`src/design/assert_macros.svh`:
```
// ----------------------------------------------------------------------------
// assert_macros.svh
// assertion helpers, compiled out for synthesis
// ----------------------------------------------------------------------------
`ifndef ASSERT_MACROS_SVH
`define ASSERT_MACROS_SVH
`ifndef SYNTHESIS
`define ASSERT_AT(label, clk, rst_n, prop) \
    label: assert property (@(posedge clk) disable iff (!rst_n) prop) \
        else $error("assertion failed");
`define ASSERT_NEVER(label, clk, rst_n, expr) \
    label: assert property (@(posedge clk) disable iff (!rst_n) !(expr)) \
        else $error("forbidden condition seen");
`else
`define ASSERT_AT(label, clk, rst_n, prop)
`define ASSERT_NEVER(label, clk, rst_n, expr)
`endif
`endif

```
`src/design/whm_pkg.sv`:
```
// ----------------------------------------------------------------------------
// whm_pkg
// shared types and constants of the windowed timeout health monitor
// ----------------------------------------------------------------------------
`timescale 1ns / 1ps
package whm_pkg;

    localparam int WINDOW_DEPTH = 8;
    localparam int PTR_W        = $clog2(WINDOW_DEPTH);
    localparam int CNT_W        = $clog2(WINDOW_DEPTH + 1);
    localparam int SUM_W        = 16 + PTR_W;

    localparam int QUEUE_DEPTH  = 2;
    localparam int QPTR_W       = $clog2(QUEUE_DEPTH);
    localparam int QCNT_W       = $clog2(QUEUE_DEPTH + 1);

    localparam int CFG_INDEX_W  = 4;
    localparam int CFG_DATA_W   = 16;

    localparam logic [CFG_INDEX_W-1:0] REG_ACTIVITY_FLOOR = 4'd0;
    localparam logic [CFG_INDEX_W-1:0] REG_DEGRADED_RATE  = 4'd1;

    localparam logic [15:0] ACTIVITY_FLOOR_RESET = 16'd4;
    localparam logic [8:0]  DEGRADED_RATE_RESET  = 9'd128;

    localparam logic [1:0] MARK_HEALTHY  = 2'd0;
    localparam logic [1:0] MARK_DEGRADED = 2'd1;
    localparam logic [1:0] MARK_NONE     = 2'd2;

    localparam logic [1:0] HS_ONLINE   = 2'd0;
    localparam logic [1:0] HS_DEGRADED = 2'd1;
    localparam logic [1:0] HS_OFFLINE  = 2'd2;

    typedef struct packed {
        logic [15:0] tick_responses;
        logic [15:0] tick_timeouts;
    } t_in_item;

    typedef struct packed {
        logic [1:0] health_state;
        logic       evaluated;
    } t_out_item;

    typedef struct packed {
        logic [15:0] responses;
        logic [15:0] timeouts;
        logic        degraded;
    } t_work_item;

    typedef struct packed {
        logic [QCNT_W-1:0] count;
    } t_queue_status;

    typedef struct packed {
        logic [CNT_W-1:0] fill_count;
        logic [CNT_W-1:0] degraded_count;
        logic [CNT_W-1:0] healthy_count;
    } t_back_status;

endpackage

```
`src/design/whm_queue.sv`:
```
// ----------------------------------------------------------------------------
// whm_queue
// short request queue between the classifying front and the window back end
// ----------------------------------------------------------------------------
`timescale 1ns / 1ps
module whm_queue (
    input  logic                   i_clk,
    input  logic                   i_rst_n,
    input  logic                   i_valid,
    output logic                   o_ready,
    input  whm_pkg::t_work_item    i_item,
    output logic                   o_valid,
    input  logic                   i_ready,
    output whm_pkg::t_work_item    o_item,
    output whm_pkg::t_queue_status o_status
);
    import whm_pkg::*;

    t_work_item          r_mem [QUEUE_DEPTH];
    logic [QPTR_W-1:0]   r_wr_ptr;
    logic [QPTR_W-1:0]   r_rd_ptr;
    logic [QCNT_W-1:0]   r_count;
    logic [QPTR_W-1:0]   n_wr_ptr;
    logic [QPTR_W-1:0]   n_rd_ptr;
    logic [QCNT_W-1:0]   n_count;
    logic                push;
    logic                pop;

    assign o_ready         = (r_count != QCNT_W'(QUEUE_DEPTH));
    assign o_valid         = (r_count != '0);
    assign o_item          = r_mem[r_rd_ptr];
    assign o_status.count  = r_count;
    assign push            = i_valid && o_ready;
    assign pop             = o_valid && i_ready;

    always_comb begin
        n_wr_ptr = r_wr_ptr;
        n_rd_ptr = r_rd_ptr;
        n_count  = r_count;
        if (push) begin
            n_wr_ptr = (r_wr_ptr == QPTR_W'(QUEUE_DEPTH - 1)) ? '0 : r_wr_ptr + 1'b1;
        end
        if (pop) begin
            n_rd_ptr = (r_rd_ptr == QPTR_W'(QUEUE_DEPTH - 1)) ? '0 : r_rd_ptr + 1'b1;
        end
        if (push && !pop) begin
            n_count = r_count + 1'b1;
        end else if (pop && !push) begin
            n_count = r_count - 1'b1;
        end
    end

    always_ff @(posedge i_clk) begin
        if (!i_rst_n) begin
            r_wr_ptr <= '0;
            r_rd_ptr <= '0;
            r_count  <= '0;
        end else begin
            r_wr_ptr <= n_wr_ptr;
            r_rd_ptr <= n_rd_ptr;
            r_count  <= n_count;
        end
    end

    always_ff @(posedge i_clk) begin
        if (push) begin
            r_mem[r_wr_ptr] <= i_item;
        end
    end

endmodule

```
`src/design/whm_front.sv`:
```
// ----------------------------------------------------------------------------
// whm_front
// accepts tick requests and classifies each tick against the timeout rate
// ----------------------------------------------------------------------------
`timescale 1ns / 1ps
module whm_front (
    input  logic                i_clk,
    input  logic                i_rst_n,
    input  logic                i_valid,
    output logic                o_ready,
    input  whm_pkg::t_in_item   i_item,
    input  logic [8:0]          i_degraded_rate_q8,
    output logic                o_valid,
    input  logic                i_ready,
    output whm_pkg::t_work_item o_item
);
    import whm_pkg::*;

    logic        r_valid;
    t_work_item  r_item;
    logic        n_valid;
    t_work_item  n_item;
    logic [16:0] activity;
    logic [25:0] limit;
    logic [25:0] scaled_timeouts;
    logic        accept;

    assign o_ready = !r_valid || i_ready;
    assign accept  = i_valid && o_ready;
    assign o_valid = r_valid;
    assign o_item  = r_item;

    // degraded when timeouts * 256 > rate * (responses + timeouts)
    assign activity        = {1'b0, i_item.tick_responses} + {1'b0, i_item.tick_timeouts};
    assign limit           = {17'd0, i_degraded_rate_q8} * {9'd0, activity};
    assign scaled_timeouts = {2'd0, i_item.tick_timeouts, 8'd0};

    always_comb begin
        n_valid = r_valid;
        n_item  = r_item;
        if (accept) begin
            n_valid          = 1'b1;
            n_item.responses = i_item.tick_responses;
            n_item.timeouts  = i_item.tick_timeouts;
            n_item.degraded  = (scaled_timeouts > limit);
        end else if (i_ready) begin
            n_valid = 1'b0;
        end
    end

    always_ff @(posedge i_clk) begin
        if (!i_rst_n) begin
            r_valid <= 1'b0;
        end else begin
            r_valid <= n_valid;
        end
    end

    always_ff @(posedge i_clk) begin
        r_item <= n_item;
    end

endmodule

```
`src/design/whm_back.sv`:
```
// ----------------------------------------------------------------------------
// whm_back
// circular window, running sums, mark counts and health state update
// ----------------------------------------------------------------------------
`timescale 1ns / 1ps
module whm_back (
    input  logic                  i_clk,
    input  logic                  i_rst_n,
    input  logic                  i_valid,
    output logic                  o_ready,
    input  whm_pkg::t_work_item   i_item,
    input  logic [15:0]           i_activity_floor,
    output logic                  o_valid,
    input  logic                  i_ready,
    output whm_pkg::t_out_item    o_item,
    output whm_pkg::t_back_status o_status
);
    import whm_pkg::*;

    logic [15:0]      r_win_responses [WINDOW_DEPTH];
    logic [15:0]      r_win_timeouts  [WINDOW_DEPTH];
    logic [1:0]       r_win_mark      [WINDOW_DEPTH];
    logic [PTR_W-1:0] r_head;
    logic [CNT_W-1:0] r_fill;
    logic [SUM_W-1:0] r_sum_resp;
    logic [SUM_W-1:0] r_sum_tmo;
    logic [CNT_W-1:0] r_deg_cnt;
    logic [CNT_W-1:0] r_hlt_cnt;
    logic [1:0]       r_health;
    logic             r_out_valid;
    t_out_item        r_out_item;

    logic [PTR_W-1:0] n_head;
    logic [CNT_W-1:0] n_fill;
    logic [SUM_W-1:0] n_sum_resp;
    logic [SUM_W-1:0] n_sum_tmo;
    logic [CNT_W-1:0] n_deg_cnt;
    logic [CNT_W-1:0] n_hlt_cnt;
    logic [1:0]       n_health;
    logic [1:0]       n_mark;

    logic             pop;
    logic             was_full;
    logic [1:0]       old_mark;
    logic [SUM_W-1:0] base_resp;
    logic [SUM_W-1:0] base_tmo;
    logic [CNT_W-1:0] base_deg;
    logic [CNT_W-1:0] base_hlt;
    logic [SUM_W:0]   window_activity;
    logic             evaluate;

    assign o_ready  = !r_out_valid || i_ready;
    assign pop      = i_valid && o_ready;
    assign o_valid  = r_out_valid;
    assign o_item   = r_out_item;

    assign o_status.fill_count     = r_fill;
    assign o_status.degraded_count = r_deg_cnt;
    assign o_status.healthy_count  = r_hlt_cnt;

    assign n_head   = (r_head == PTR_W'(WINDOW_DEPTH - 1)) ? '0 : r_head + 1'b1;
    assign was_full = (r_fill == CNT_W'(WINDOW_DEPTH));
    assign old_mark = r_win_mark[n_head];

    // retire the overwritten entry once the window is full
    always_comb begin
        base_resp = r_sum_resp;
        base_tmo  = r_sum_tmo;
        base_deg  = r_deg_cnt;
        base_hlt  = r_hlt_cnt;
        n_fill    = r_fill;
        if (was_full) begin
            base_resp = r_sum_resp - {{PTR_W{1'b0}}, r_win_responses[n_head]};
            base_tmo  = r_sum_tmo - {{PTR_W{1'b0}}, r_win_timeouts[n_head]};
            if (old_mark == MARK_DEGRADED) begin
                base_deg = r_deg_cnt - 1'b1;
            end else if (old_mark == MARK_HEALTHY) begin
                base_hlt = r_hlt_cnt - 1'b1;
            end
        end else begin
            n_fill = r_fill + 1'b1;
        end
    end

    assign n_sum_resp      = base_resp + {{PTR_W{1'b0}}, i_item.responses};
    assign n_sum_tmo       = base_tmo + {{PTR_W{1'b0}}, i_item.timeouts};
    assign window_activity = {1'b0, n_sum_resp} + {1'b0, n_sum_tmo};
    assign evaluate        = (n_fill == CNT_W'(WINDOW_DEPTH))
                          && (window_activity >= (SUM_W + 1)'(i_activity_floor));

    always_comb begin
        n_mark    = MARK_NONE;
        n_deg_cnt = base_deg;
        n_hlt_cnt = base_hlt;
        n_health  = r_health;
        if (evaluate) begin
            if (i_item.degraded) begin
                n_mark    = MARK_DEGRADED;
                n_deg_cnt = base_deg + 1'b1;
            end else begin
                n_mark    = MARK_HEALTHY;
                n_hlt_cnt = base_hlt + 1'b1;
            end
            if (n_sum_resp == '0) begin
                n_health = HS_OFFLINE;
            end else if (n_deg_cnt == CNT_W'(WINDOW_DEPTH)) begin
                n_health = HS_DEGRADED;
            end else if (n_hlt_cnt == CNT_W'(WINDOW_DEPTH)) begin
                n_health = HS_ONLINE;
            end
        end
    end

    always_ff @(posedge i_clk) begin
        if (!i_rst_n) begin
            r_head      <= PTR_W'(WINDOW_DEPTH - 1);
            r_fill      <= '0;
            r_sum_resp  <= '0;
            r_sum_tmo   <= '0;
            r_deg_cnt   <= '0;
            r_hlt_cnt   <= '0;
            r_health    <= HS_ONLINE;
            r_out_valid <= 1'b0;
        end else begin
            if (pop) begin
                r_head      <= n_head;
                r_fill      <= n_fill;
                r_sum_resp  <= n_sum_resp;
                r_sum_tmo   <= n_sum_tmo;
                r_deg_cnt   <= n_deg_cnt;
                r_hlt_cnt   <= n_hlt_cnt;
                r_health    <= n_health;
                r_out_valid <= 1'b1;
            end else if (i_ready) begin
                r_out_valid <= 1'b0;
            end
        end
    end

    always_ff @(posedge i_clk) begin
        if (pop) begin
            r_win_responses[n_head] <= i_item.responses;
            r_win_timeouts[n_head]  <= i_item.timeouts;
            r_win_mark[n_head]      <= n_mark;
            r_out_item.health_state <= n_health;
            r_out_item.evaluated    <= evaluate;
        end
    end

endmodule

```
`src/design/windowed_timeout_health_monitor.sv`:
```
// ----------------------------------------------------------------------------
// windowed_timeout_health_monitor
// health state from a sliding window of per-tick response and timeout counts
// ----------------------------------------------------------------------------
// usage
//   tick requests enter on i_in_valid / o_in_ready with i_in_item; one result
//   per tick leaves on o_out_valid / i_out_ready with o_out_item
//   configuration writes use i_cfg_valid / o_cfg_ready, i_cfg_index and
//   i_cfg_data; index 0 is the activity floor, index 1 degraded_rate_q8 (low 9
//   bits); write only while no tick is in flight
//   with no stall o_out_valid rises 2 cycles after the input accept, so the
//   result can be taken at the third edge after it
//   throughput is one tick per cycle: the front stage does the rate multiply,
//   the back stage does the window read, sum update and state update in one
//   cycle each
//   a 2-entry queue and the output register let each side stall on its own;
//   a stalled receiver backs the pipeline up and o_in_ready drops once the
//   queue and the front register are full
//   synchronous reset empties the pipeline, restores the register defaults,
//   empties the window and sets the state to online; no clearing pass
// ----------------------------------------------------------------------------
`timescale 1ns / 1ps
`include "assert_macros.svh"
module windowed_timeout_health_monitor (
    input  logic                             i_clk,
    input  logic                             i_rst_n,
    input  logic                             i_in_valid,
    output logic                             o_in_ready,
    input  whm_pkg::t_in_item                i_in_item,
    output logic                             o_out_valid,
    input  logic                             i_out_ready,
    output whm_pkg::t_out_item               o_out_item,
    input  logic                             i_cfg_valid,
    output logic                             o_cfg_ready,
    input  logic [whm_pkg::CFG_INDEX_W-1:0]  i_cfg_index,
    input  logic [whm_pkg::CFG_DATA_W-1:0]   i_cfg_data
);
    import whm_pkg::*;

    logic [15:0]   r_activity_floor;
    logic [8:0]    r_degraded_rate;
    logic          cfg_write;

    logic          front_valid;
    logic          front_ready;
    t_work_item    front_item;
    logic          queue_valid;
    logic          queue_ready;
    t_work_item    queue_item;
    t_queue_status queue_status;
    t_back_status  back_status;

    assign o_cfg_ready = 1'b1;
    assign cfg_write   = i_cfg_valid && o_cfg_ready;

    always_ff @(posedge i_clk) begin
        if (!i_rst_n) begin
            r_activity_floor <= ACTIVITY_FLOOR_RESET;
            r_degraded_rate  <= DEGRADED_RATE_RESET;
        end else if (cfg_write) begin
            case (i_cfg_index)
                REG_ACTIVITY_FLOOR: r_activity_floor <= i_cfg_data;
                REG_DEGRADED_RATE:  r_degraded_rate  <= i_cfg_data[8:0];
                default: ;
            endcase
        end
    end

    whm_front u_front (
        .i_clk              (i_clk),
        .i_rst_n            (i_rst_n),
        .i_valid            (i_in_valid),
        .o_ready            (o_in_ready),
        .i_item             (i_in_item),
        .i_degraded_rate_q8 (r_degraded_rate),
        .o_valid            (front_valid),
        .i_ready            (front_ready),
        .o_item             (front_item)
    );

    whm_queue u_queue (
        .i_clk    (i_clk),
        .i_rst_n  (i_rst_n),
        .i_valid  (front_valid),
        .o_ready  (front_ready),
        .i_item   (front_item),
        .o_valid  (queue_valid),
        .i_ready  (queue_ready),
        .o_item   (queue_item),
        .o_status (queue_status)
    );

    whm_back u_back (
        .i_clk            (i_clk),
        .i_rst_n          (i_rst_n),
        .i_valid          (queue_valid),
        .o_ready          (queue_ready),
        .i_item           (queue_item),
        .i_activity_floor (r_activity_floor),
        .o_valid          (o_out_valid),
        .i_ready          (i_out_ready),
        .o_item           (o_out_item),
        .o_status         (back_status)
    );

    // marked entries never outnumber the filled ones
    `ASSERT_AT(a_marks_within_fill, i_clk, i_rst_n,
        ({1'b0, back_status.degraded_count} + {1'b0, back_status.healthy_count}
            <= {1'b0, back_status.fill_count}))

    // an evaluated tick only comes from a full window
    `ASSERT_AT(a_eval_needs_full, i_clk, i_rst_n,
        (o_out_valid && o_out_item.evaluated)
            |-> (back_status.fill_count == CNT_W'(WINDOW_DEPTH)))

    `ASSERT_NEVER(a_queue_overflow, i_clk, i_rst_n,
        (queue_status.count > QCNT_W'(QUEUE_DEPTH)))

    // the health code never takes the unused value
    `ASSERT_NEVER(a_health_code, i_clk, i_rst_n,
        (o_out_valid && (o_out_item.health_state != HS_ONLINE)
            && (o_out_item.health_state != HS_DEGRADED)
            && (o_out_item.health_state != HS_OFFLINE)))

endmodule
```
`config.mk`:
```
export PLATFORM = sky130hd
export DESIGN_NAME = windowed_timeout_health_monitor
export DESIGN_NICKNAME = d
export VERILOG_FILES = /design/src/design/whm_pkg.sv /design/src/design/whm_queue.sv /design/src/design/whm_front.sv /design/src/design/whm_back.sv /design/src/design/windowed_timeout_health_monitor.sv
export VERILOG_INCLUDE_DIRS = /design/src /design/src/design
export SDC_FILE = /design/constraint.sdc
export NUM_CORES = 1
export LEC_CHECK = 0
export ABC_AREA = 1
export BUFFER_PORTS_ARGS = -buffer_cell sky130_fd_sc_hd__buf_4
export CORE_AREA = 2 2 341 343
export CTS_CLUSTER_DIAMETER = 40
export DETAILED_ROUTE_END_ITERATION = 12
export DIE_AREA = 0 0 343 345
export PLACE_DENSITY_LB_ADDON = 0.05
export SYNTH_ARGS = -nofsm -noshare
export SYNTH_HDL_FRONTEND = slang
export SYNTH_SLANG_ARGS = --single-unit
```
`constraint.sdc`:
```
create_clock -name i_clk -period 8.5 [get_ports i_clk]
set_clock_uncertainty 0.1 [all_clocks]
set_input_delay 0 -clock i_clk [delete_from_list [all_inputs] [get_ports i_clk]]
set_output_delay 0 -clock i_clk [all_outputs]
set_load 0.05 [all_outputs]
```
==> results.md <==
- Clk_lat worst skew: 0.67 ns
- Crit path time final: 7.86 ns
- Crit path max fanout: 6
- Post-synth cell types: 54
- Cell mode on critical path: nand2_1
- Worst Path Arrival: 8.16 ns
- DR vias: 22200
- Post-Syn Area: 28600 um2
- Initial Util: 0.248
- Worst Tran Pin Value: 1.09 ns
- Synthesized Nets: 3510
- Inserted Clock Buffers: 96
- Number of global-route vias before repair: 23400
- Setup Viol. Count Final: 0
- Area grow syn2layout: 23.9%
- Setup TNS: 0 ns
- Initial DRC Count: 1210
- CP top delay family: adder cells
- Syn Area/Cell: 9.06 um2
- Reg clk slew, reported paths: 0.04 ns
- Final Util: 0.307
- Initial antenna violation count: 4
- Total Nets Final: 3723
- Max-slew violation count: 0
- Worst-path cell with the longest stage delay: dlygate4sd3_1
- Synth Warn #: 0
- Critical path launch point type: primary input
- Chip Height: 345 um
- Critical Setup Path Class: primary input to flip-flop
- Status: completed
- Most common cell in the netlist: nand2_1
- H-tree lvl count: 3
- Overflow after GRT: 0
- Drt pass-1 iters: 5
- Fmax: 127 MHz
- PortBufs: 61
- Critical path's largest stage delay: 0.53 ns
- Top cell type's share of synthesized area: 0.393
- Crit path required time: 8.80 ns
- DRC Markers: 0
- CTS tree: done
- Largest cells by area after synthesis: edfxtp_1 39%, nand2_1 11%, ha_1 8.2%
- Wirelength per Cell: 18.9 um
- Post-synth EDFFs: 374
- Maximum clock path buffer count: 3
- Root Buffer Master: clkbuf_16
- Hold Vio Cnt, Final: 0
- Sequential area share after synthesis: 0.454
- FFs w/ async S/R, synth: 0
- Largest net degree at the start of global routing: 103
- Tcrit/Tclk final: 0.925
- WL final: 94200 um
- IO Count: 63
- Buffers and inverters on the worst path: 7
- Synth cell count leaders: 845 x nand2_1, 409 x inv_1, 374 x edfxtp_1
- Dpl hpwl: 68600 um
- First-pass GRT wire length: 143000 um
- Area leader, netlist: edfxtp_1
- Global Route Usage Sum: 0.161
- Crit end category: flip-flop
- Site row count: 125
- Mapped Cells: 3153
- Slew headroom: 0.267
- Chip width: 343 um
- Max-cap viol count: 0
- Worst hold-check path type: primary input to flip-flop
- Total core area: 115000 um2
- Via/cell ratio: 4.45
- Share of cells above drive strength 1: 0.119
- DIE AREA: 118000 um2
- Clk sink count: 461
- #FFs+latches synth: 461
- Antenna Nets Post-Route: 0
- Most used DFF post-synth: edfxtp_1
- Gpl congestion: 0.833
logic make-up (layout without fill, tap and decap cells):
group | after synthesis | in the layout | share of synthesized area
other cells | 1 | 3 | 0.000131
simple gates | 1382 | 1382 | 0.205
flops | 461 | 461 | 0.454
fa+ha+maj | 300 | 300 | 0.161
xor+xnor | 83 | 83 | 0.0255
compound gates | 381 | 381 | 0.0733
mux | 30 | 30 | 0.0118
buf+inv | 515 | 811 | 0.0689
layout by cell type (no fill, tap or decap), types with 5 or more instances in the layout:
cell type      count
o22ai_1           11
o21bai_1          10
nor2_2             7
dlygate4sd3_1     92
nor2_1           168
a31oi_1            7
nor4_1             6
xnor2_1           34
mux2_2            30
inv_1            406
clkinv_4           9
nor2_4            13
clkbuf_16         97
dfxtp_1           86
ha_1             187
xor2_1            47
nand4_1           46
clkinv_2          12
clkinvlp_4        10
bufinv_16          9
clkinv_1          13
or2_2             14
nor3_1            15
o21ai_0          121
inv_8              5
nand3_2            7
a21oi_1          176
nand3_1          216
nand2_1          844
o21ai_1            7
fa_1             112
o211ai_1          17
nand2_2           29
inv_2              9
buf_4            114
inv_6             15
edfxtp_1         374
clkbuf_1           9
cell type report:
class	instances	area (um2)
timing repair buffer	212	1880
clock inverter	75	818
fill	12100	79700
sequential	461	13000
antenna	2	5.00
tap	1524	1910
clock buffer	106	2460
inverter	418	1580
multi-input combinational	2177	13800
final timing paths:
check                                 endpoint  cells past startpoint  slack [ns]                           from
max                u_front.o_item[0]$_DFFE_PP_                     43        0.64                  i_in_item[20]
min               u_front.o_item[13]$_DFFE_PP_                      2        0.05                  i_in_item[12]
min reg2reg      u_queue.r_mem[0][2]$_DFFE_PP_                      0        0.34    u_front.o_item[2]$_DFFE_PP_
max reg2reg  u_back.r_win_mark[6][0]$_DFFE_PP_                     40        0.67  u_back.r_head[0]$_SDFFE_PN1P_
layer usage:
| layer | track usage | wire length (um) | up-vias |
|---|---|---|---|
| met5 | 0 | 9 | - |
| met4 | 0.0458 | 2070 | 2 |
| met3 | 0.0228 | 2810 | 125 |
| met2 | 0.273 | 45200 | 329 |
| met1 | 0.211 | 44000 | 10800 |
| li1 | - | - | 10900 |
sequential cells by signal (all words and copies together) (netlist names), 9 cells and up, named ones only:
| signal | cells |
|---|---|
| r_activity_floor | 16 |
| r_degraded_rate | 9 |
| u_back.r_sum_resp | 19 |
| u_back.r_sum_tmo | 19 |
| u_back.r_win_mark | 16 |
| u_back.r_win_responses | 128 |
| u_back.r_win_timeouts | 128 |
| u_front.o_item | 33 |
| u_queue.r_mem | 66 |
through the flow:
step | cell area (um2) | hold WS, ns | std cells | setup slack (ns)
2_1_floorplan | 28600 | -0.00113 | 3153 | 1.48
3_3_place_gp | 31100 | 0.103 | 4696 | -0.664
3_5_place_dp | 31100 | 0.101 | 4696 | -0.557
4_1_cts | 35300 | 0.00273 | 4969 | 0.00932
5_1_grt | 35400 | 0.0181 | 4973 | -0.00470
6_report | 35400 | 0.0498 | 4975 | 0.636
what timing repair did:
item	CTS	global route
setup endpoints to repair	0	30
hold buffers	92	0
resized for setup	0	23
hold endpoints to repair	96	0
buffers inserted	0	4
Power is left out: the tool's default activity adds up to more than one toggle a clock period on the data nets, which glitch-free logic cannot reach.
